### src/srdz_pkg.sv
`timescale 1ns / 1ps
// ----------------------------------------------------------------------------
// srdz_pkg: shared types and constants for the stick dead-zone unit
// Field widths, register map, reset values and the sequencer state type.
// ----------------------------------------------------------------------------
package srdz_pkg;

    localparam int IN_W            = 16;   // raw_x, raw_y
    localparam int CFG_W           = 16;   // dead_zone, active_threshold
    localparam int OUT_W           = 17;   // out_x, out_y
    localparam int MAG_W           = 16;   // magnitude
    localparam int SAMPLE_BITS_DEF = 16;
    localparam int MIN_RANGE       = 33;   // floor of the rescale divisor

    localparam int S_TDATA_W = 32;
    localparam int M_TDATA_W = 56;
    localparam int M_TUSER_W = 3;

    localparam int ADDR_W      = 3;
    localparam int PDATA_W     = 32;
    localparam int REG_IDX_LSB = 2;

    localparam logic [CFG_W-1:0] DEAD_ZONE_RST = 16'd7864;
    localparam logic [CFG_W-1:0] THRESHOLD_RST = 16'd16384;

    typedef enum logic {
        REG_DEAD_ZONE = 1'b0,
        REG_THRESHOLD = 1'b1
    } srdz_reg_t;

    typedef enum logic [2:0] {
        ST_IDLE,
        ST_SQ,
        ST_ROOT,
        ST_MAG,
        ST_MUL,
        ST_DIV,
        ST_OSQ,
        ST_FIN
    } srdz_state_t;

    typedef struct packed {
        logic release_res;
        logic trigger;
        logic press;
    } srdz_flags_t;

endpackage

### src/stick_radial_deadzone_edge_unit.sv
`timescale 1ns / 1ps
// ----------------------------------------------------------------------------
// stick_radial_deadzone_edge_unit: radial dead zone and press edges, one stick
// Conditions one two-axis stick sample per request and flags activity edges.
// ----------------------------------------------------------------------------
// Usage:
//   s_ channel takes a request {raw_x, raw_y} with connected in s_tuser. The
//   m_ channel returns exactly one result per request: {out_x, out_y,
//   magnitude} and the press/trigger/release flags in m_tuser.
//   Work runs on bit-serial units: two shift-add multipliers, two restoring
//   dividers, a 16-bit multiplier for threshold^2 and a 2-bit-a-step root.
//   Each phase has a launch step, then one bit per cycle, then an exit step.
//   A disconnected or dead-zone sample skips the rescale divide and the axis
//   multiply/divide. One request is in flight at a time; the next one is
//   taken once the sequencer has returned to idle after the result is
//   registered.
//   The result sits in an output register; a new request is accepted while
//   it waits. If the receiver still holds the previous result when the next
//   one is ready, the sequencer waits in its final state.
//   Reset (aresetn low, synchronous) clears the sequencer, the result valid,
//   the stored activity bit and loads the register defaults.
//   APB: dead_zone at 0x0, active_threshold at 0x4, write only while idle.
// ----------------------------------------------------------------------------
module stick_radial_deadzone_edge_unit
    import srdz_pkg::*;
#(
    parameter int SAMPLE_BITS = SAMPLE_BITS_DEF
) (
    input  logic                 aclk,
    input  logic                 aresetn,
    // request channel
    input  logic                 s_tvalid,
    output logic                 s_tready,
    input  logic [S_TDATA_W-1:0] s_tdata,   // raw_x [15:0], raw_y [31:16]
    input  logic                 s_tuser,   // connected [0]
    // result channel
    output logic                 m_tvalid,
    input  logic                 m_tready,
    output logic [M_TDATA_W-1:0] m_tdata,   // out_x [16:0], out_y [33:17],
                                            // magnitude [49:34], zero [55:50]
    output logic [M_TUSER_W-1:0] m_tuser,   // press [0], trigger [1],
                                            // release_res [2]
    // configuration
    input  logic                 psel,
    input  logic                 penable,
    input  logic                 pwrite,
    input  logic [ADDR_W-1:0]    paddr,
    input  logic [PDATA_W-1:0]   pwdata,
    output logic [PDATA_W-1:0]   prdata,
    output logic                 pready
);

    localparam int SB    = SAMPLE_BITS;
    localparam int PW    = 2 * SB;          // squares and products
    localparam int SQW   = 2 * SB + 1;      // sum of output squares
    localparam int CMPW  = 2 * CFG_W + 1;   // activity compare
    localparam int RT_W  = SB + 3;          // root trial width
    localparam int CW    = $clog2(SB + 1);
    localparam int ONE_I = 2 ** (SB - 1);

    localparam logic [SB-1:0]    ONE_V         = SB'(ONE_I);
    localparam logic [SB-1:0]    MAXPOS_V      = SB'(ONE_I - 1);
    localparam logic [SB-1:0]    HALF_V        = SB'((ONE_I - 1) / 2);
    localparam logic [SB-1:0]    RANGE_FLOOR_V = SB'(MIN_RANGE);
    localparam logic [CFG_W-1:0] DZ_LIMIT      = CFG_W'(ONE_I - MIN_RANGE);

    // sequencer
    srdz_state_t state_reg, state_next;
    logic        launch_reg, launch_next;
    logic        out_free;
    logic        load_out;

    // config
    logic        cfg_write;
    logic [CFG_W-1:0] dz_reg;
    logic [CFG_W-1:0] thr_reg;

    // sample
    logic [SB:0]   norm_x, norm_y;
    logic [SB-1:0] ax_reg, ay_reg;
    logic          sx_reg, sy_reg, conn_reg;

    // root
    logic [PW-1:0]   rad_reg;
    logic [PW-1:0]   rad_sum;
    logic [SB:0]     rem_reg;
    logic [SB-1:0]   root_reg;
    logic [CW-1:0]   cnt_reg;
    logic [RT_W-1:0] rt_shift, rt_trial, rt_diff;
    logic            rt_fits;

    // rescale
    logic          dz_skip;
    logic [SB-1:0] excess, range_v;
    logic          sat;
    logic [SB-1:0] mag_reg, qx_reg, qy_reg;

    // units
    logic          mul_start, div_start, thr_start;
    logic [SB-1:0] mul_xa, mul_xb, mul_ya, mul_yb;
    logic [SB-1:0] div_xr, div_xl, div_xd, div_yr, div_yl, div_yd;
    logic          mul_x_busy, mul_y_busy, mul_t_busy, div_x_busy, div_y_busy;
    logic [PW-1:0] mul_x_p, mul_y_p;
    logic [2*CFG_W-1:0] thr_p;
    logic [SB-1:0] div_x_q, div_y_q;
    logic          mul_busy, div_busy;

    // result
    logic [SQW-1:0]   sq_sum;
    logic             cur;
    logic [SB:0]      qx_ext, qy_ext, ox_val, oy_val;
    logic [OUT_W-1:0] out_x_reg, out_y_reg;
    logic [MAG_W-1:0] mag_out_reg;
    srdz_flags_t      flags_reg, flags_now;
    logic             m_tvalid_reg;
    logic             was_active_reg;

    // Positive readings stretch by ONE/(ONE-1), rounded half up; since the
    // reading never exceeds ONE-1 that is a single +1 step. Returns {sign, |v|}.
    function automatic logic [SB:0] norm_axis(input logic [SB-1:0] raw);
        logic bump;
        bump = ((raw + HALF_V) >= MAXPOS_V);
        return raw[SB-1] ? {1'b1, ~raw + 1'b1} : {1'b0, raw + SB'(bump)};
    endfunction

    assign norm_x = norm_axis(s_tdata[SB-1:0]);
    assign norm_y = norm_axis(s_tdata[IN_W+SB-1:IN_W]);

    // ---------------- root: two radicand bits per step ----------------
    assign rad_sum  = mul_x_p + mul_y_p;
    assign rt_shift = {rem_reg, rad_reg[PW-1:PW-2]};
    assign rt_trial = {1'b0, root_reg, 2'b01};
    assign rt_diff  = rt_shift - rt_trial;
    assign rt_fits  = (rt_shift >= rt_trial);

    // ---------------- rescale decisions ----------------
    assign dz_skip = !conn_reg || (CFG_W'(root_reg) <= dz_reg);
    assign excess  = root_reg - dz_reg[SB-1:0];
    assign range_v = (dz_reg > DZ_LIMIT) ? RANGE_FLOOR_V : ONE_V - dz_reg[SB-1:0];
    assign sat     = (excess >= range_v);

    assign mul_busy = mul_x_busy || mul_y_busy;
    assign div_busy = div_x_busy || div_y_busy;

    // ---------------- result assembly ----------------
    assign sq_sum = SQW'(mul_x_p) + SQW'(mul_y_p);
    assign cur    = (CMPW'(sq_sum) >= CMPW'(thr_p));
    assign qx_ext = {1'b0, qx_reg};
    assign qy_ext = {1'b0, qy_reg};
    assign ox_val = sx_reg ? (~qx_ext + 1'b1) : qx_ext;
    assign oy_val = sy_reg ? (~qy_ext + 1'b1) : qy_ext;

    assign flags_now.press       = cur;
    assign flags_now.trigger     = cur && !was_active_reg;
    assign flags_now.release_res = !cur && was_active_reg;

    assign out_free = !m_tvalid_reg || m_tready;

    // ---------------- next state ----------------
    always_comb begin
        state_next = state_reg;
        case (state_reg)
            ST_IDLE: begin
                if (s_tvalid) state_next = ST_SQ;
            end
            ST_SQ: begin
                if (!launch_reg && !mul_busy) state_next = ST_ROOT;
            end
            ST_ROOT: begin
                if (!launch_reg && cnt_reg == '0) state_next = ST_MAG;
            end
            ST_MAG: begin
                if (launch_reg) begin
                    if (dz_skip) begin
                        state_next = ST_OSQ;
                    end else if (sat) begin
                        state_next = ST_MUL;
                    end
                end else if (!div_busy) begin
                    state_next = ST_MUL;
                end
            end
            ST_MUL: begin
                if (!launch_reg && !mul_busy) state_next = ST_DIV;
            end
            ST_DIV: begin
                if (!launch_reg && !div_busy) state_next = ST_OSQ;
            end
            ST_OSQ: begin
                if (!launch_reg && !mul_busy && !mul_t_busy) state_next = ST_FIN;
            end
            ST_FIN: begin
                if (out_free) state_next = ST_IDLE;
            end
            default: begin
                state_next = ST_IDLE;
            end
        endcase
    end

    assign launch_next = (state_next != state_reg);

    // ---------------- sequencer outputs ----------------
    always_comb begin
        s_tready  = (state_reg == ST_IDLE);
        load_out  = (state_reg == ST_FIN) && out_free;
        mul_start = launch_reg && (state_reg == ST_SQ || state_reg == ST_MUL ||
                                   state_reg == ST_OSQ);
        thr_start = launch_reg && (state_reg == ST_OSQ);
        div_start = launch_reg && ((state_reg == ST_MAG && !dz_skip && !sat) ||
                                   state_reg == ST_DIV);
        mul_xa = ax_reg;
        mul_xb = ax_reg;
        mul_ya = ay_reg;
        mul_yb = ay_reg;
        div_xr = SB'(mul_x_p[PW-2:SB]);
        div_xl = mul_x_p[SB-1:0];
        div_xd = root_reg;
        div_yr = SB'(mul_y_p[PW-2:SB]);
        div_yl = mul_y_p[SB-1:0];
        div_yd = root_reg;
        case (state_reg)
            ST_MUL: begin
                mul_xb = mag_reg;
                mul_yb = mag_reg;
            end
            ST_OSQ: begin
                mul_xa = qx_reg;
                mul_xb = qx_reg;
                mul_ya = qy_reg;
                mul_yb = qy_reg;
            end
            ST_MAG: begin
                // fraction divide: excess * 2^SB / range, halved on capture
                div_xr = excess;
                div_xl = '0;
                div_xd = range_v;
            end
            default: begin
            end
        endcase
    end

    // ---------------- bit-serial units ----------------
    srdz_mul #(.WIDTH(SB)) u_mul_x (
        .aclk(aclk), .aresetn(aresetn), .start(mul_start),
        .a(mul_xa), .b(mul_xb), .busy(mul_x_busy), .product(mul_x_p)
    );

    srdz_mul #(.WIDTH(SB)) u_mul_y (
        .aclk(aclk), .aresetn(aresetn), .start(mul_start),
        .a(mul_ya), .b(mul_yb), .busy(mul_y_busy), .product(mul_y_p)
    );

    srdz_mul #(.WIDTH(CFG_W)) u_mul_thr (
        .aclk(aclk), .aresetn(aresetn), .start(thr_start),
        .a(thr_reg), .b(thr_reg), .busy(mul_t_busy), .product(thr_p)
    );

    srdz_div #(.WIDTH(SB)) u_div_x (
        .aclk(aclk), .aresetn(aresetn), .start(div_start),
        .rem_init(div_xr), .lo_init(div_xl), .divisor(div_xd),
        .busy(div_x_busy), .quotient(div_x_q)
    );

    // y divider only runs in the axis phase; its start is gated off in the mag phase
    srdz_div #(.WIDTH(SB)) u_div_y (
        .aclk(aclk), .aresetn(aresetn), .start(div_start && state_reg == ST_DIV),
        .rem_init(div_yr), .lo_init(div_yl), .divisor(div_yd),
        .busy(div_y_busy), .quotient(div_y_q)
    );

    // ---------------- config port ----------------
    assign pready    = 1'b1;
    assign cfg_write = psel && penable && pwrite && pready;

    always_comb begin
        case (srdz_reg_t'(paddr[REG_IDX_LSB]))
            REG_DEAD_ZONE: prdata = PDATA_W'(dz_reg);
            REG_THRESHOLD: prdata = PDATA_W'(thr_reg);
            default:       prdata = '0;
        endcase
    end

    // ---------------- control registers ----------------
    always_ff @(posedge aclk) begin
        if (!aresetn) begin
            state_reg      <= ST_IDLE;
            launch_reg     <= 1'b0;
            cnt_reg        <= '0;
            m_tvalid_reg   <= 1'b0;
            was_active_reg <= 1'b0;
            dz_reg         <= DEAD_ZONE_RST;
            thr_reg        <= THRESHOLD_RST;
        end else begin
            state_reg  <= state_next;
            launch_reg <= launch_next;
            if (state_reg == ST_ROOT) begin
                if (launch_reg) begin
                    cnt_reg <= CW'(SB);
                end else if (cnt_reg != '0) begin
                    cnt_reg <= cnt_reg - 1'b1;
                end
            end
            if (load_out) begin
                m_tvalid_reg   <= 1'b1;
                was_active_reg <= cur;
            end else if (m_tready) begin
                m_tvalid_reg <= 1'b0;
            end
            if (cfg_write) begin
                case (srdz_reg_t'(paddr[REG_IDX_LSB]))
                    REG_DEAD_ZONE: dz_reg  <= pwdata[CFG_W-1:0];
                    REG_THRESHOLD: thr_reg <= pwdata[CFG_W-1:0];
                    default: begin
                    end
                endcase
            end
        end
    end

    // ---------------- datapath registers ----------------
    always_ff @(posedge aclk) begin
        if (s_tvalid && s_tready) begin
            ax_reg   <= norm_x[SB-1:0];
            sx_reg   <= norm_x[SB];
            ay_reg   <= norm_y[SB-1:0];
            sy_reg   <= norm_y[SB];
            conn_reg <= s_tuser;
        end
        if (state_reg == ST_ROOT) begin
            if (launch_reg) begin
                rad_reg  <= rad_sum;
                rem_reg  <= '0;
                root_reg <= '0;
            end else if (cnt_reg != '0) begin
                rad_reg  <= rad_reg << 2;
                rem_reg  <= rt_fits ? rt_diff[SB:0] : rt_shift[SB:0];
                root_reg <= {root_reg[SB-2:0], rt_fits};
            end
        end
        if (state_reg == ST_MAG) begin
            if (launch_reg) begin
                if (dz_skip) begin
                    mag_reg <= '0;
                    qx_reg  <= '0;
                    qy_reg  <= '0;
                end else if (sat) begin
                    mag_reg <= ONE_V;
                end
            end else if (!div_busy) begin
                mag_reg <= {1'b0, div_x_q[SB-1:1]};
            end
        end
        if (state_reg == ST_DIV && !launch_reg && !div_busy) begin
            qx_reg <= div_x_q;
            qy_reg <= div_y_q;
        end
        if (load_out) begin
            out_x_reg   <= OUT_W'($signed(ox_val));
            out_y_reg   <= OUT_W'($signed(oy_val));
            mag_out_reg <= MAG_W'(mag_reg);
            flags_reg   <= flags_now;
        end
    end

    assign m_tvalid = m_tvalid_reg;
    assign m_tdata  = M_TDATA_W'({mag_out_reg, out_y_reg, out_x_reg});
    assign m_tuser  = flags_reg;

    // ---------------- assertions ----------------
    a_idle_units: assert property (@(posedge aclk) disable iff (!aresetn)
        s_tready |-> !(mul_x_busy || mul_y_busy || mul_t_busy || div_x_busy || div_y_busy))
        else $error("serial unit still busy while taking a request");

    a_mag_range: assert property (@(posedge aclk) disable iff (!aresetn)
        m_tvalid_reg |-> (mag_out_reg <= MAG_W'(ONE_I)))
        else $error("magnitude above full scale");

    a_edge_excl: assert property (@(posedge aclk) disable iff (!aresetn)
        m_tvalid_reg |-> !(flags_reg.trigger && flags_reg.release_res))
        else $error("trigger and release on the same result");

    a_trig_press: assert property (@(posedge aclk) disable iff (!aresetn)
        (m_tvalid_reg && flags_reg.trigger) |-> flags_reg.press)
        else $error("trigger without press");

    a_state_track: assert property (@(posedge aclk) disable iff (!aresetn)
        load_out |=> (m_tvalid_reg && (flags_reg.press == was_active_reg)))
        else $error("stored activity does not match the delivered press");

endmodule

### src/srdz_mul.sv
`timescale 1ns / 1ps
// ----------------------------------------------------------------------------
// srdz_mul: bit-serial unsigned multiplier
// Shift-add over the bits of b, LSB first, one bit per cycle.
// ----------------------------------------------------------------------------
module srdz_mul
    import srdz_pkg::*;
#(
    parameter int WIDTH = SAMPLE_BITS_DEF
) (
    input  logic               aclk,
    input  logic               aresetn,
    input  logic               start,
    input  logic [WIDTH-1:0]   a,
    input  logic [WIDTH-1:0]   b,
    output logic               busy,
    output logic [2*WIDTH-1:0] product
);

    localparam int CW = $clog2(WIDTH + 1);

    logic [CW-1:0]    cnt_reg;
    logic [WIDTH-1:0] a_reg;
    logic [WIDTH-1:0] hi_reg;
    logic [WIDTH-1:0] lo_reg;
    logic [WIDTH:0]   sum;

    assign busy    = (cnt_reg != '0);
    assign sum     = {1'b0, hi_reg} + ({(WIDTH + 1){lo_reg[0]}} & {1'b0, a_reg});
    assign product = {hi_reg, lo_reg};

    always_ff @(posedge aclk) begin
        if (!aresetn) begin
            cnt_reg <= '0;
        end else if (start) begin
            cnt_reg <= CW'(WIDTH);
        end else if (busy) begin
            cnt_reg <= cnt_reg - 1'b1;
        end
    end

    always_ff @(posedge aclk) begin
        if (start) begin
            a_reg  <= a;
            lo_reg <= b;
            hi_reg <= '0;
        end else if (busy) begin
            hi_reg <= sum[WIDTH:1];
            lo_reg <= {sum[0], lo_reg[WIDTH-1:1]};
        end
    end

endmodule

### src/srdz_div.sv
`timescale 1ns / 1ps
// ----------------------------------------------------------------------------
// srdz_div: bit-serial restoring divider
// Partial remainder rem_init must be below divisor; one quotient bit a cycle.
// ----------------------------------------------------------------------------
module srdz_div
    import srdz_pkg::*;
#(
    parameter int WIDTH = SAMPLE_BITS_DEF
) (
    input  logic             aclk,
    input  logic             aresetn,
    input  logic             start,
    input  logic [WIDTH-1:0] rem_init,
    input  logic [WIDTH-1:0] lo_init,
    input  logic [WIDTH-1:0] divisor,
    output logic             busy,
    output logic [WIDTH-1:0] quotient
);

    localparam int CW = $clog2(WIDTH + 1);

    logic [CW-1:0]    cnt_reg;
    logic [WIDTH-1:0] rem_reg;
    logic [WIDTH-1:0] lo_reg;
    logic [WIDTH-1:0] d_reg;
    logic [WIDTH:0]   trial;
    logic [WIDTH:0]   diff;
    logic             fits;

    assign busy     = (cnt_reg != '0);
    assign trial    = {rem_reg, lo_reg[WIDTH-1]};
    assign diff     = trial - {1'b0, d_reg};
    assign fits     = (trial >= {1'b0, d_reg});
    assign quotient = lo_reg;

    always_ff @(posedge aclk) begin
        if (!aresetn) begin
            cnt_reg <= '0;
        end else if (start) begin
            cnt_reg <= CW'(WIDTH);
        end else if (busy) begin
            cnt_reg <= cnt_reg - 1'b1;
        end
    end

    always_ff @(posedge aclk) begin
        if (start) begin
            rem_reg <= rem_init;
            lo_reg  <= lo_init;
            d_reg   <= divisor;
        end else if (busy) begin
            rem_reg <= fits ? diff[WIDTH-1:0] : trial[WIDTH-1:0];
            lo_reg  <= {lo_reg[WIDTH-2:0], fits};
        end
    end

endmodule

### config.mk
export PLATFORM = sky130hd
export DESIGN_NAME = stick_radial_deadzone_edge_unit
export DESIGN_NICKNAME = d
export VERILOG_FILES = /design/src/srdz_pkg.sv /design/src/stick_radial_deadzone_edge_unit.sv /design/src/srdz_mul.sv /design/src/srdz_div.sv
export SDC_FILE = /design/constraint.sdc
export NUM_CORES = 1
export LEC_CHECK = 0
export BUFFER_PORTS_ARGS = -buffer_cell sky130_fd_sc_hd__buf_2
export CAP_MARGIN = 20
export CORE_MARGIN = 8
export CORE_UTILIZATION = 40
export CTS_BUF_LIST = sky130_fd_sc_hd__clkbuf_4 sky130_fd_sc_hd__clkbuf_8 sky130_fd_sc_hd__clkbuf_16
export CTS_CLUSTER_SIZE = 12
export DETAILED_ROUTE_END_ITERATION = 16
export GPL_ROUTABILITY_DRIVEN = 1
export PLACE_DENSITY = 0.59
export RECOVER_POWER = 25
export SYNTH_ARGS = -nofsm -noshare
export SYNTH_HDL_FRONTEND = slang
export SYNTH_SLANG_ARGS = --single-unit
### constraint.sdc
create_clock -name aclk -period 5.4 [get_ports aclk]
set_clock_uncertainty 0.15 [all_clocks]
set_input_delay 0.81 -clock aclk [delete_from_list [all_inputs] [get_ports aclk]]
set_output_delay 0.81 -clock aclk [all_outputs]
set_load 0.005 [all_outputs]
# Word level (Yosys, flattened, before mapping)

Index checks and enable logic that the tools add are counted.

Word-level logic and storage cells: 235
Output and inout bits: 94
Register bits: 509
Bits of input ports: 75

Equal/unequal tests: 10
Add/subtract/negate cells: 24
Bitwise logic cells: 9
Reductions and logical operators: 62
$lt $le $gt $ge: 9
Muxes and demuxes: 69

Operators with widths:

| cell                                                  | count |
|---|---|
| 2-to-1 mux 16 bit                                     | 32 |
| 2-to-1 mux 17 bit                                     | 4 |
| 2-to-1 mux 32 bit                                     | 2 |
| case mux 16 bit (2 select lines)                      | 2 |
| case mux 32 bit (2 select lines)                      | 1 |
| 2-to-1 mux 5 bit                                      | 12 |
| adder 16 x 17 -> 17 bit                               | 3 |
| bitwise AND 17 x 16 -> 17 bit                         | 3 |
| subtractor 16 bit                                     | 3 |
| adder 17 x 1 -> 17 bit, second input constant         | 2 |
| >= comparator 17 x 16 -> 1 bit                        | 2 |
| NOT 16 -> 17 bit                                      | 2 |
| adder 32 x 32 -> 33 bit                               | 1 |
| >= comparator 33 x 32 -> 1 bit                        | 1 |
| 2-to-1 mux 3 bit                                      | 11 |
| adder 16 x 1 -> 16 bit                                | 2 |
| adder 16 x 1 -> 16 bit, second input constant         | 2 |
| adder 16 x 14 -> 16 bit, second input constant        | 2 |
| adder 32 bit                                          | 1 |
| >= comparator 16 x 15 -> 1 bit, second input constant | 2 |
| NOT 16 bit                                            | 2 |
| 2-to-1 mux 15 bit                                     | 2 |
| nonzero test 5 bit                                    | 6 |
| subtractor 5 x 1 -> 5 bit, second input constant      | 6 |
| 24 further kinds                                      | 77 |

# Longest topological paths before layout

Gate-level depths: netlist (run 1).

Depth in word-level cells: 9
Depth in mapped cells: 21
Gate-level depth less buffers: 19

# Hierarchy

From an unflattened synthesis (run 1), not the netlist that was laid out.

Cell total of the unflattened synthesis: 3,254
Area, all modules: 32,230.9 µm²

By module, submodules not included:

| module                          | sequential area each (µm²) | cells an instance | instances | area an instance (µm²) |
|---|---|---|---|---|
| stick_radial_deadzone_edge_unit | 6,896.6                    | 1,906             | 1         | 17,476.8 |
| srdz_mul                        | 1,381.3                    | 258               | 3         | 2,792.7 |
| srdz_div                        | 1,541.5                    | 287               | 2         | 3,188.1 |

# Worst setup path after synthesis (run 1)

Ideal clock, no wire load.

Path kind: input port to flip-flop
Start: input port m_tready
End: register was_active_reg
Path slack: -0.199 ns
Stages: 4
Buffers on the path: 0
Arrival: 5.363 ns
Library setup time: 0.086 ns
Data required time: 5.164 ns
Path through: nor2b_1 -> nor3b_1 -> o21ai_0 -> a21oi_1

Cells in the longest elaborated chain, start to end: 2

Ends and longest elaborated chain:

| element              | line                                   | RTL |
|---|---|---|
| start, declared      | stick_radial_deadzone_edge_unit.sv:38  | `input logic m_tready,` |
| logical OR 1 bit     | stick_radial_deadzone_edge_unit.sv:157 | `assign out_free = !m_tvalid_reg \|\| m_tready;` |
| logical AND 1 bit    | stick_radial_deadzone_edge_unit.sv:206 | `load_out = (state_reg == ST_FIN) && out_free;` |
| named net load_out   | stick_radial_deadzone_edge_unit.sv:71  | `logic load_out;` |
| end signal, assigned | stick_radial_deadzone_edge_unit.sv:307 | `was_active_reg <= cur;` |
| end, declared        | stick_radial_deadzone_edge_unit.sv:116 | `logic was_active_reg;` |

The timed path passes the listed nets, and every way through them passes these cells.
A chain may end at the register's enable or synchronous reset.

==> results.toml, run 1 <==
[setup_path]
critPathLaunchType = "register"
startpoint = "u_mul_y.lo_reg[0]"
cp_max_fo = 4
crit-reg2reg-launch = "u_mul_y.lo_reg[0]"
r2r-end = "m_tuser[1]"
critical_path.max_stage_delay_ns = 0.45
r2r_cells = 19
r2r_slack_ns = 0.21
path_delay_family = "compound AO/OA/AOI/OAI gates"
capture_point_of_the_critical_path = "m_tuser[1]"
critical-path-slowest-cell = "sky130_fd_sc_hd__edfxtp_1"
worst-setup-path-type = "reg -> reg"
endpoint_kind = "register"
required_ns = 5.62
cp.depth = 19
worst_ep_arrival_time_ns = 5.41
crit_chain = "ha_1 > fa_1 > a211oi_2 > o21bai_2 > or2_1 > a311o_1 > a311o_1 > a21oi_1 > xnor2_1 > ha_1 > a21o_1 > a21oi_1 > nor2_1 > a2111oi_1 > nor2_1 > o311a_1 > a311oi_1 > buf_4 > nor2_1"
timing.critical_path.mode_cell = "sky130_fd_sc_hd__nor2_1"
worstPathBufferInverterCount = 1

[sta]
finalSetupViolations = 0
timing.final.crit_share_pct = 96.0
drv_slew = 170
layout_setup_ws_ns = 0.213
rsz0062_at_grt = "false"
tightestPinTransition_ns = 2.37
hold_viol_final = 0
totalNegativeSetupSlack_ns = 0
fmax_ghz = 0.193
timing.max_slew.rel_slack_pct = -58.5
layout_min_cycle_time_ns = 5.19
fin_worst_hold_slack_ns = 0.232

[clock_tree]
worst_path_clk_slew_ns = 0.06
cts-buffers-inserted = 59
number_of_buffers_inserted_by_hold_repair_at_cts = 0
number_of_h_tree_branching_levels = 2
cts.root.buffer_cell = "sky130_fd_sc_hd__clkbuf_16"
cts_buffer_depth = 3
clkLatencyLatePin_ns = 0.66
tritoncts = "done"
clkSinkCount = 509

[drt]
drt_pass1_iterations = 5
detail_route.drc_violations = 0
drt_iter0_drc = 2291
postRouteAntennaNets = 0
dr_vias = 24516
wirelength_mm = 91.0
routed_wire_length_per_instance_um = 20.3
viasPerCell = 5.47

[yosys]
post_synthesis_sequential_element_count = 509
synth_enable_flop_cells = 392
post_synth.cell_area_avg_um2 = 9.50
synth_flop_cell = "sky130_fd_sc_hd__edfxtp_1"
synthesis.instances = 3286
asyncSetResetFlopFracSynth_pct = 0
combinational_family_with_the_most_area_after_synthesis = "simple AND/OR/NAND/NOR gates"
yosys.area_share.adder_pct = 8.94
synth-simple-area-share_pct = 16.6
ys_seq_area_share_pct = 45.2
synth.yosys.warnings = 0
synth_compound_gate_area_share_pct = 16.2
yosys-mux-area-fraction_pct = 3.32
synth_xor_xnor_area_share_pct = 5.08
syn_area_um2 = 31200
netlist-cell-type-count = 83

[placed_design]
dpl_cell_area_um2 = 33000
placed_wire_length_estimate_after_detailed_placement_mm = 67.3
dpl_worst_slack_ns = 0.258
globalplace.congestion = 0.891
port_buffers = 127

[floorplanning]
floorplan.die_area_um2 = 87300
initial_standard_cell_utilization_of_the_core_pct = 40.4
die_h_um = 295
die_width_um = 295
pin_count = 169
placeableCoreArea_um2 = 77300
num_rows = 102

[power_and_ir_drop]
comb_power_share_pct = 46.5
sequentialPowerShare_pct = 32.2
p_per_area_nw_per_um2 = 567
power_switching_share_pct = 40.1
internal_power_mw = 11.9
power.leakage_nw = 13.9
p_sw_mw = 7.96
vdd.ir_drop.worst_uv = 268
power.clock.fraction_pct = 21.2

[cells_and_area]
final_design_area_no_fill_um2 = 35000
final-seq-area_um2 = 14100
multiInputGateArea_um2 = 15800
area_delta_synth_final_pct = 12.1
number_of_nets_in_the_final_layout = 3690
antenna_cells_inserted = 0
max_reg_flops = 32
num-fill-cells = 7499
drive_gt1_share_pct = 9.64

[grt]
grt-ovfl-total = 0
first_global_vias = 23276
first_pass_grt_wire_length_mm = 138
grt_antenna_before_repair = 4
grt_util_all_layers_pct = 20.2
grt_max_degree = 78

[hold_path]
worstHoldPathType = "in -> reg"

[run_status]
status = "finished with violations"
violations_in_the_final_reports = "max-capacitance violations, max-slew violations"

[flow_run]
max-cap-violations = 3
==> worst min path at each step <==
stage | from | to | slack (ns) | cells after the start
5_1_grt | pwdata[15] | thr_reg[15] | 0.23 | 3
3_3_place_gp | u_mul_thr.cnt_reg[4] | u_mul_thr.cnt_reg[4] | 0.30 | 2
2_1_floorplan | mag_reg[0] | mag_out_reg[0] | 0.27 | 0
6_report | pwdata[14] | thr_reg[14] | 0.23 | 3
3_5_place_dp | u_mul_y.cnt_reg[4] | u_mul_y.cnt_reg[4] | 0.31 | 2
4_1_cts | pwdata[14] | thr_reg[14] | 0.20 | 3
==> cell type report <==
| type | count | share of cell area (%) |
|---|---|---|
| Timing Repair Buffer | 186 | 2.87 |
| Tap cell | 1040 | 3.72 |
| Multi-Input combinational cell | 2433 | 45.0 |
| Clock buffer | 69 | 4.62 |
| Sequential cell | 509 | 40.3 |
| Inverter | 207 | 2.22 |
| Clock inverter | 39 | 1.22 |
==> power groups by stage <==
stage / logic (mW) / registers, mW / clock network [mW]
final: 9.23 / 6.39 / 4.21
after global routing: 10.4 / 6.47 / 4.43
after CTS: 9.22 / 6.40 / 4.29
after detailed placement: 9.16 / 6.47 / 0
after global placement: 9.08 / 6.45 / 0
after floorplan: 6.96 / 6.01 / 0
==> tightest hold or removal path: stages <==
cell,delay [ns]
sky130_fd_sc_hd__buf_2,0.09
sky130_fd_sc_hd__nand2_1,0.04
sky130_fd_sc_hd__nand3_1,0.06
==> synthesized netlist by cell type (8+ instances only) <==
master | instances | area share, %
sky130_fd_sc_hd__o21ai_0 | 207 | 3.3
sky130_fd_sc_hd__nor4_1 | 18 | 0.36
sky130_fd_sc_hd__xnor2_1 | 131 | 3.7
sky130_fd_sc_hd__edfxtp_1 | 392 | 38
sky130_fd_sc_hd__a31o_2 | 8 | 0.22
sky130_fd_sc_hd__mux2i_1 | 36 | 1.2
sky130_fd_sc_hd__nand2b_1 | 23 | 0.46
sky130_fd_sc_hd__o31ai_1 | 25 | 0.60
sky130_fd_sc_hd__ha_1 | 212 | 8.5
sky130_fd_sc_hd__a211o_1 | 10 | 0.28
sky130_fd_sc_hd__buf_4 | 24 | 0.58
sky130_fd_sc_hd__a211oi_1 | 26 | 0.63
sky130_fd_sc_hd__buf_1 | 22 | 0.26
sky130_fd_sc_hd__o211ai_1 | 24 | 0.58
sky130_fd_sc_hd__nor3b_1 | 10 | 0.24
sky130_fd_sc_hd__nand2_1 | 384 | 4.6
sky130_fd_sc_hd__nor2b_1 | 50 | 1.0
sky130_fd_sc_hd__and2_1 | 73 | 1.5
sky130_fd_sc_hd__nor3_1 | 78 | 1.2
sky130_fd_sc_hd__a21oi_1 | 292 | 4.7
sky130_fd_sc_hd__dfxtp_1 | 117 | 7.5
sky130_fd_sc_hd__a21bo_2 | 12 | 0.38
sky130_fd_sc_hd__nor2_1 | 246 | 3.0
sky130_fd_sc_hd__xor2_1 | 50 | 1.4
sky130_fd_sc_hd__and3_1 | 29 | 0.58
sky130_fd_sc_hd__inv_1 | 204 | 2.5
sky130_fd_sc_hd__mux2_2 | 60 | 2.2
sky130_fd_sc_hd__clkbuf_1 | 109 | 1.3
sky130_fd_sc_hd__nand4_1 | 33 | 0.66
sky130_fd_sc_hd__o21a_1 | 24 | 0.58
sky130_fd_sc_hd__a31oi_1 | 24 | 0.48
sky130_fd_sc_hd__or2_2 | 14 | 0.28
sky130_fd_sc_hd__a21boi_0 | 12 | 0.29
sky130_fd_sc_hd__nand3_1 | 82 | 1.3
sky130_fd_sc_hd__a21o_1 | 57 | 1.4
sky130_fd_sc_hd__or3_1 | 23 | 0.46
==> kinds of logic after synthesis <==
logic type                 after synthesis
AOI/OAI and AO/OA                      817
DFF                                    509
xor gates and xnor gates               181
other                                    2
and+or+nand+nor                       1097
buffers and inverters                  365
adders and majority gates              219
muxes                                   96
==> metrics by stage <==
step | cells | total power [mW] | util [%]
after CTS | 4479 | 19.9 | 45.4
after floorplan | 3307 | 13.0 | -
after detailed placement | 4371 | 15.6 | 42.7
after global routing | 4483 | 21.3 | 45.3
after global placement | 4371 | 15.5 | 42.7
final | 4483 | 19.8 | 45.3
==> layer usage <==
| layer | vias to the layer above | track usage, % | share of wire, % |
|---|---|---|---|
| met5 | - | 0 | 0 |
| met4 | 0 | 5.55 | 2.7 |
| met3 | 125 | 2.76 | 5.5 |
| met2 | 624 | 34.1 | 48 |
| met1 | 11749 | 27.1 | 44 |
| li1 | 12018 | - | - |
==> layout by cell type (no fill, tap or decap), types with 57 or more instances in the layout <==
| master | count |
|---|---|
| sky130_fd_sc_hd__edfxtp_1 | 392 |
| sky130_fd_sc_hd__nand2_1 | 383 |
| sky130_fd_sc_hd__a21oi_1 | 291 |
| sky130_fd_sc_hd__nor2_1 | 246 |
| sky130_fd_sc_hd__ha_1 | 212 |
| sky130_fd_sc_hd__o21ai_0 | 207 |
| sky130_fd_sc_hd__inv_1 | 202 |
| sky130_fd_sc_hd__xnor2_1 | 131 |
| sky130_fd_sc_hd__dfxtp_1 | 116 |
| sky130_fd_sc_hd__nand3_1 | 82 |
| sky130_fd_sc_hd__nor3_1 | 78 |
| sky130_fd_sc_hd__and2_1 | 72 |
| sky130_fd_sc_hd__buf_2 | 72 |
| sky130_fd_sc_hd__clkbuf_1 | 63 |
| sky130_fd_sc_hd__clkbuf_16 | 62 |
| sky130_fd_sc_hd__a21o_1 | 57 |
| sky130_fd_sc_hd__mux2_2 | 57 |
==> repair_timing <==
action / in CTS / in global routing
endpoints found under the setup margin: 0 / 3
gates resized for setup: 0 / 1
buffers inserted: 0 / 1
(Power assumes the default switching activity.)
==> run 2: changes to the inputs <==
- ABC_AREA: default -> 1
- PLACE_DENSITY: 0.59 -> 0.61
==> run 2 against run 1 <==
Against the previous run: the run still ends with max-capacitance violations, max-slew violations left; maximum frequency rose by 6.5%; final cell count up 9.9%; synthesized area increased by 0.13%; utilization decreased by 0.48 points; hold slack better by 0.017 ns; wire length shrank 0.83%; critical path depth grew 2; die area increased by 0.13%; power rose by 3.8%; critical path type unchanged.
==> results.toml, run 2 <==
[setup_path]
r2r_cells = 21
endpoint_kind = "register"
required_ns = 5.49
worst_ep_arrival_time_ns = 4.96
worst-setup-path-type = "reg -> reg"
critical-path-slowest-cell = "sky130_fd_sc_hd__edfxtp_1"
crit_chain = "ha_1 > a21oi_1 > o21ai_1 > nand2_1 > nand2_1 > a21boi_1 > o21ai_0 > a21oi_1 > xor2_1 > inv_1 > ha_1 > nand2_1 > inv_1 > nand4_1 > nand3_1 > a21oi_1 > nand3_2 > nand2_2 > inv_2 > nand2_1 > buf_4"
critical_path.max_stage_delay_ns = 0.45
r2r_slack_ns = 0.53
cp_max_fo = 32
timing.critical_path.mode_cell = "sky130_fd_sc_hd__nand2_1"
r2r-end = "u_div_x.rem_reg[9]"
critPathLaunchType = "register"
crit-reg2reg-launch = "div_yd[2]"

[clock_tree]
clkSinkCount = 509
clkLatencyLatePin_ns = 0.62
post_cts_resize_count = 0
cts-buffers-inserted = 56
cts_setup_buffers = 0
cts.root.buffer_cell = "sky130_fd_sc_hd__clkbuf_16"
number_of_buffers_inserted_by_hold_repair_at_cts = 0
number_of_h_tree_branching_levels = 2
cts_buffer_depth = 3
tritoncts = "done"
worst_path_clk_slew_ns = 0.06

[sta]
timing.max_slew.rel_slack_pct = -70.5
tightestPinTransition_ns = 2.56
finalSetupViolations = 0
layout_min_cycle_time_ns = 4.87
rsz0062_at_grt = "false"
fmax_ghz = 0.205
hold_viol_final = 0
timing.final.crit_share_pct = 90.2
totalNegativeSetupSlack_ns = 0
drv_slew = 141

[floorplanning]
pin_count = 169
die_h_um = 296
floorplan.die_area_um2 = 87400
num_rows = 102
initial_standard_cell_utilization_of_the_core_pct = 40.4
placeableCoreArea_um2 = 77500
die_width_um = 296

[hold_path]
timing.hold.worst.start = "s_tuser"
worstHoldPathType = "in -> reg"
min_to = "conn_reg"
hold_depth = 1

[yosys]
synth_top_area_share_pct = 37.6
most_numerous_cell_types_in_the_synthesized_netlist = "sky130_fd_sc_hd__nand2_1, sky130_fd_sc_hd__inv_1, sky130_fd_sc_hd__edfxtp_1, sky130_fd_sc_hd__nor2_1, sky130_fd_sc_hd__o21ai_0"
asyncSetResetFlopFracSynth_pct = 0
syn_area_um2 = 31300
synthesis.instances = 3741
synth.area.top_cells = "sky130_fd_sc_hd__edfxtp_1, sky130_fd_sc_hd__nand2_1, sky130_fd_sc_hd__ha_1"
synth_enable_flop_cells = 392
post_synth.cell_area_avg_um2 = 8.36
synth.yosys.warnings = 0
synth_flop_cell = "sky130_fd_sc_hd__edfxtp_1"
ys_seq_area_share_pct = 45.1
yosysMostFrequentCell = "sky130_fd_sc_hd__nand2_1"
netlist-cell-type-count = 66
netlist.top_cell.by_area = "sky130_fd_sc_hd__edfxtp_1"
post_synthesis_sequential_element_count = 509

[cells_and_area]
layoutNonFillerInstCount = 4928
num-fill-cells = 7678
layout_commonest_cell = "sky130_fd_sc_hd__nand2_1"
multiInputGateArea_um2 = 14800
area_delta_synth_final_pct = 10.9
most-common-layout-cells = "sky130_fd_sc_hd__nand2_1, sky130_fd_sc_hd__inv_1, sky130_fd_sc_hd__edfxtp_1"
max_reg_flops = 32
drive_gt1_share_pct = 6.46
final-seq-area_um2 = 14100
number_of_nets_in_the_final_layout = 4134

[power_and_ir_drop]
total_power_mw = 20.6
vdd.ir_drop.worst_uv = 379
p_per_area_nw_per_um2 = 594
power.leakage_nw = 15.2

[placed_design]
port_buffers = 127
globalplace.congestion = 0.935
placed_wire_length_estimate_after_detailed_placement_mm = 68.5
numPlacedInstances = 4822

[grt]
grt_antenna_before_repair = 2
grt-ovfl-total = 0
first_pass_grt_wire_length_mm = 137
first_global_vias = 24259
grt_max_degree = 88
grt_util_all_layers_pct = 20.0

[drt]
detail_route.drc_violations = 0
dr_vias = 25912
routed_wire_length_per_instance_um = 18.3
viasPerCell = 5.26
drt_pass1_iterations = 6
wirelength_mm = 90.2
postRouteAntennaNets = 0
drt_iter0_drc = 1829

[run_status]
violations_in_the_final_reports = "max-capacitance violations, max-slew violations"
status = "finished with violations"

[flow_run]
max-cap-violations = 4
## run 2: report_power, final
group / internal [mW] / switching, mW
Combinational: 3.59 / 6.56
Clock: 2.36 / 1.63
Sequential: 5.60 / 0.863
Total: 11.6 / 9.05
## run 2: final cells by class
class                      count  share of cell area [%]
tap                         1040                    3.75
timing repair buffer         157                    2.24
antenna                        1                 0.00721
multi-input combinational   2645                    42.7
clock inverter                22                   0.570
inverter                     471                    5.10
clock buffer                  83                    4.98
sequential                   509                    40.7
## run 2: routing by layer
layer  track usage (%)  part of all wire, %
met5                 0                    0
met4              6.21                  3.1
met3              3.64                  6.7
met2              32.9                   46
met1              26.7                   44
## run 2: cell families after synthesis
logic type | share of synthesized area (%)
adder cells (fa/ha/maj) | 8.93
other | 0.0240
buffers and inverters | 7.79
flip-flops | 45.1
multiplexers | 0.0640
XOR/XNOR | 4.85
AND/OR/NAND/NOR | 19.7
AO/OA/AOI/OAI | 13.5
## run 2: how the worst max path moves through the flow
stage / cells after the start / slack (ns) / to / from
2_1_floorplan: 21 / 1.10 / u_div_x.quotient[0] / div_yd[2]
3_3_place_gp: 21 / 0.60 / u_div_x.quotient[14] / div_yd[2]
3_5_place_dp: 21 / 0.53 / u_div_x.quotient[14] / div_yd[2]
4_1_cts: 21 / 0.53 / u_div_x.quotient[14] / div_yd[2]
5_1_grt: 21 / 0.20 / u_div_x.rem_reg[9] / div_yd[2]
6_report: 21 / 0.53 / u_div_x.rem_reg[9] / div_yd[2]
## run 2: metrics by stage
step	area, µm²	worst slack, ns	util (%)	hold slack, ns
6_report	34700	0.531	44.8	0.249
5_1_grt	34700	0.197	44.8	0.217
4_1_cts	34800	0.534	44.9	0.208
3_5_place_dp	32900	0.533	42.4	0.285
3_3_place_gp	32900	0.595	42.4	0.281
2_1_floorplan	31400	1.10	-	0.276
## run 2: worst max-delay path, delay by kind of cell (launching register included)
kind	cells	cell delay [ns]
buffers and inverters	4	0.74
XOR/XNOR	1	0.31
AND/OR/NAND/NOR	8	0.76
adder cells (fa/ha/maj)	2	0.69
AO/OA/AOI/OAI	6	1.37
flip-flops	1	0.45
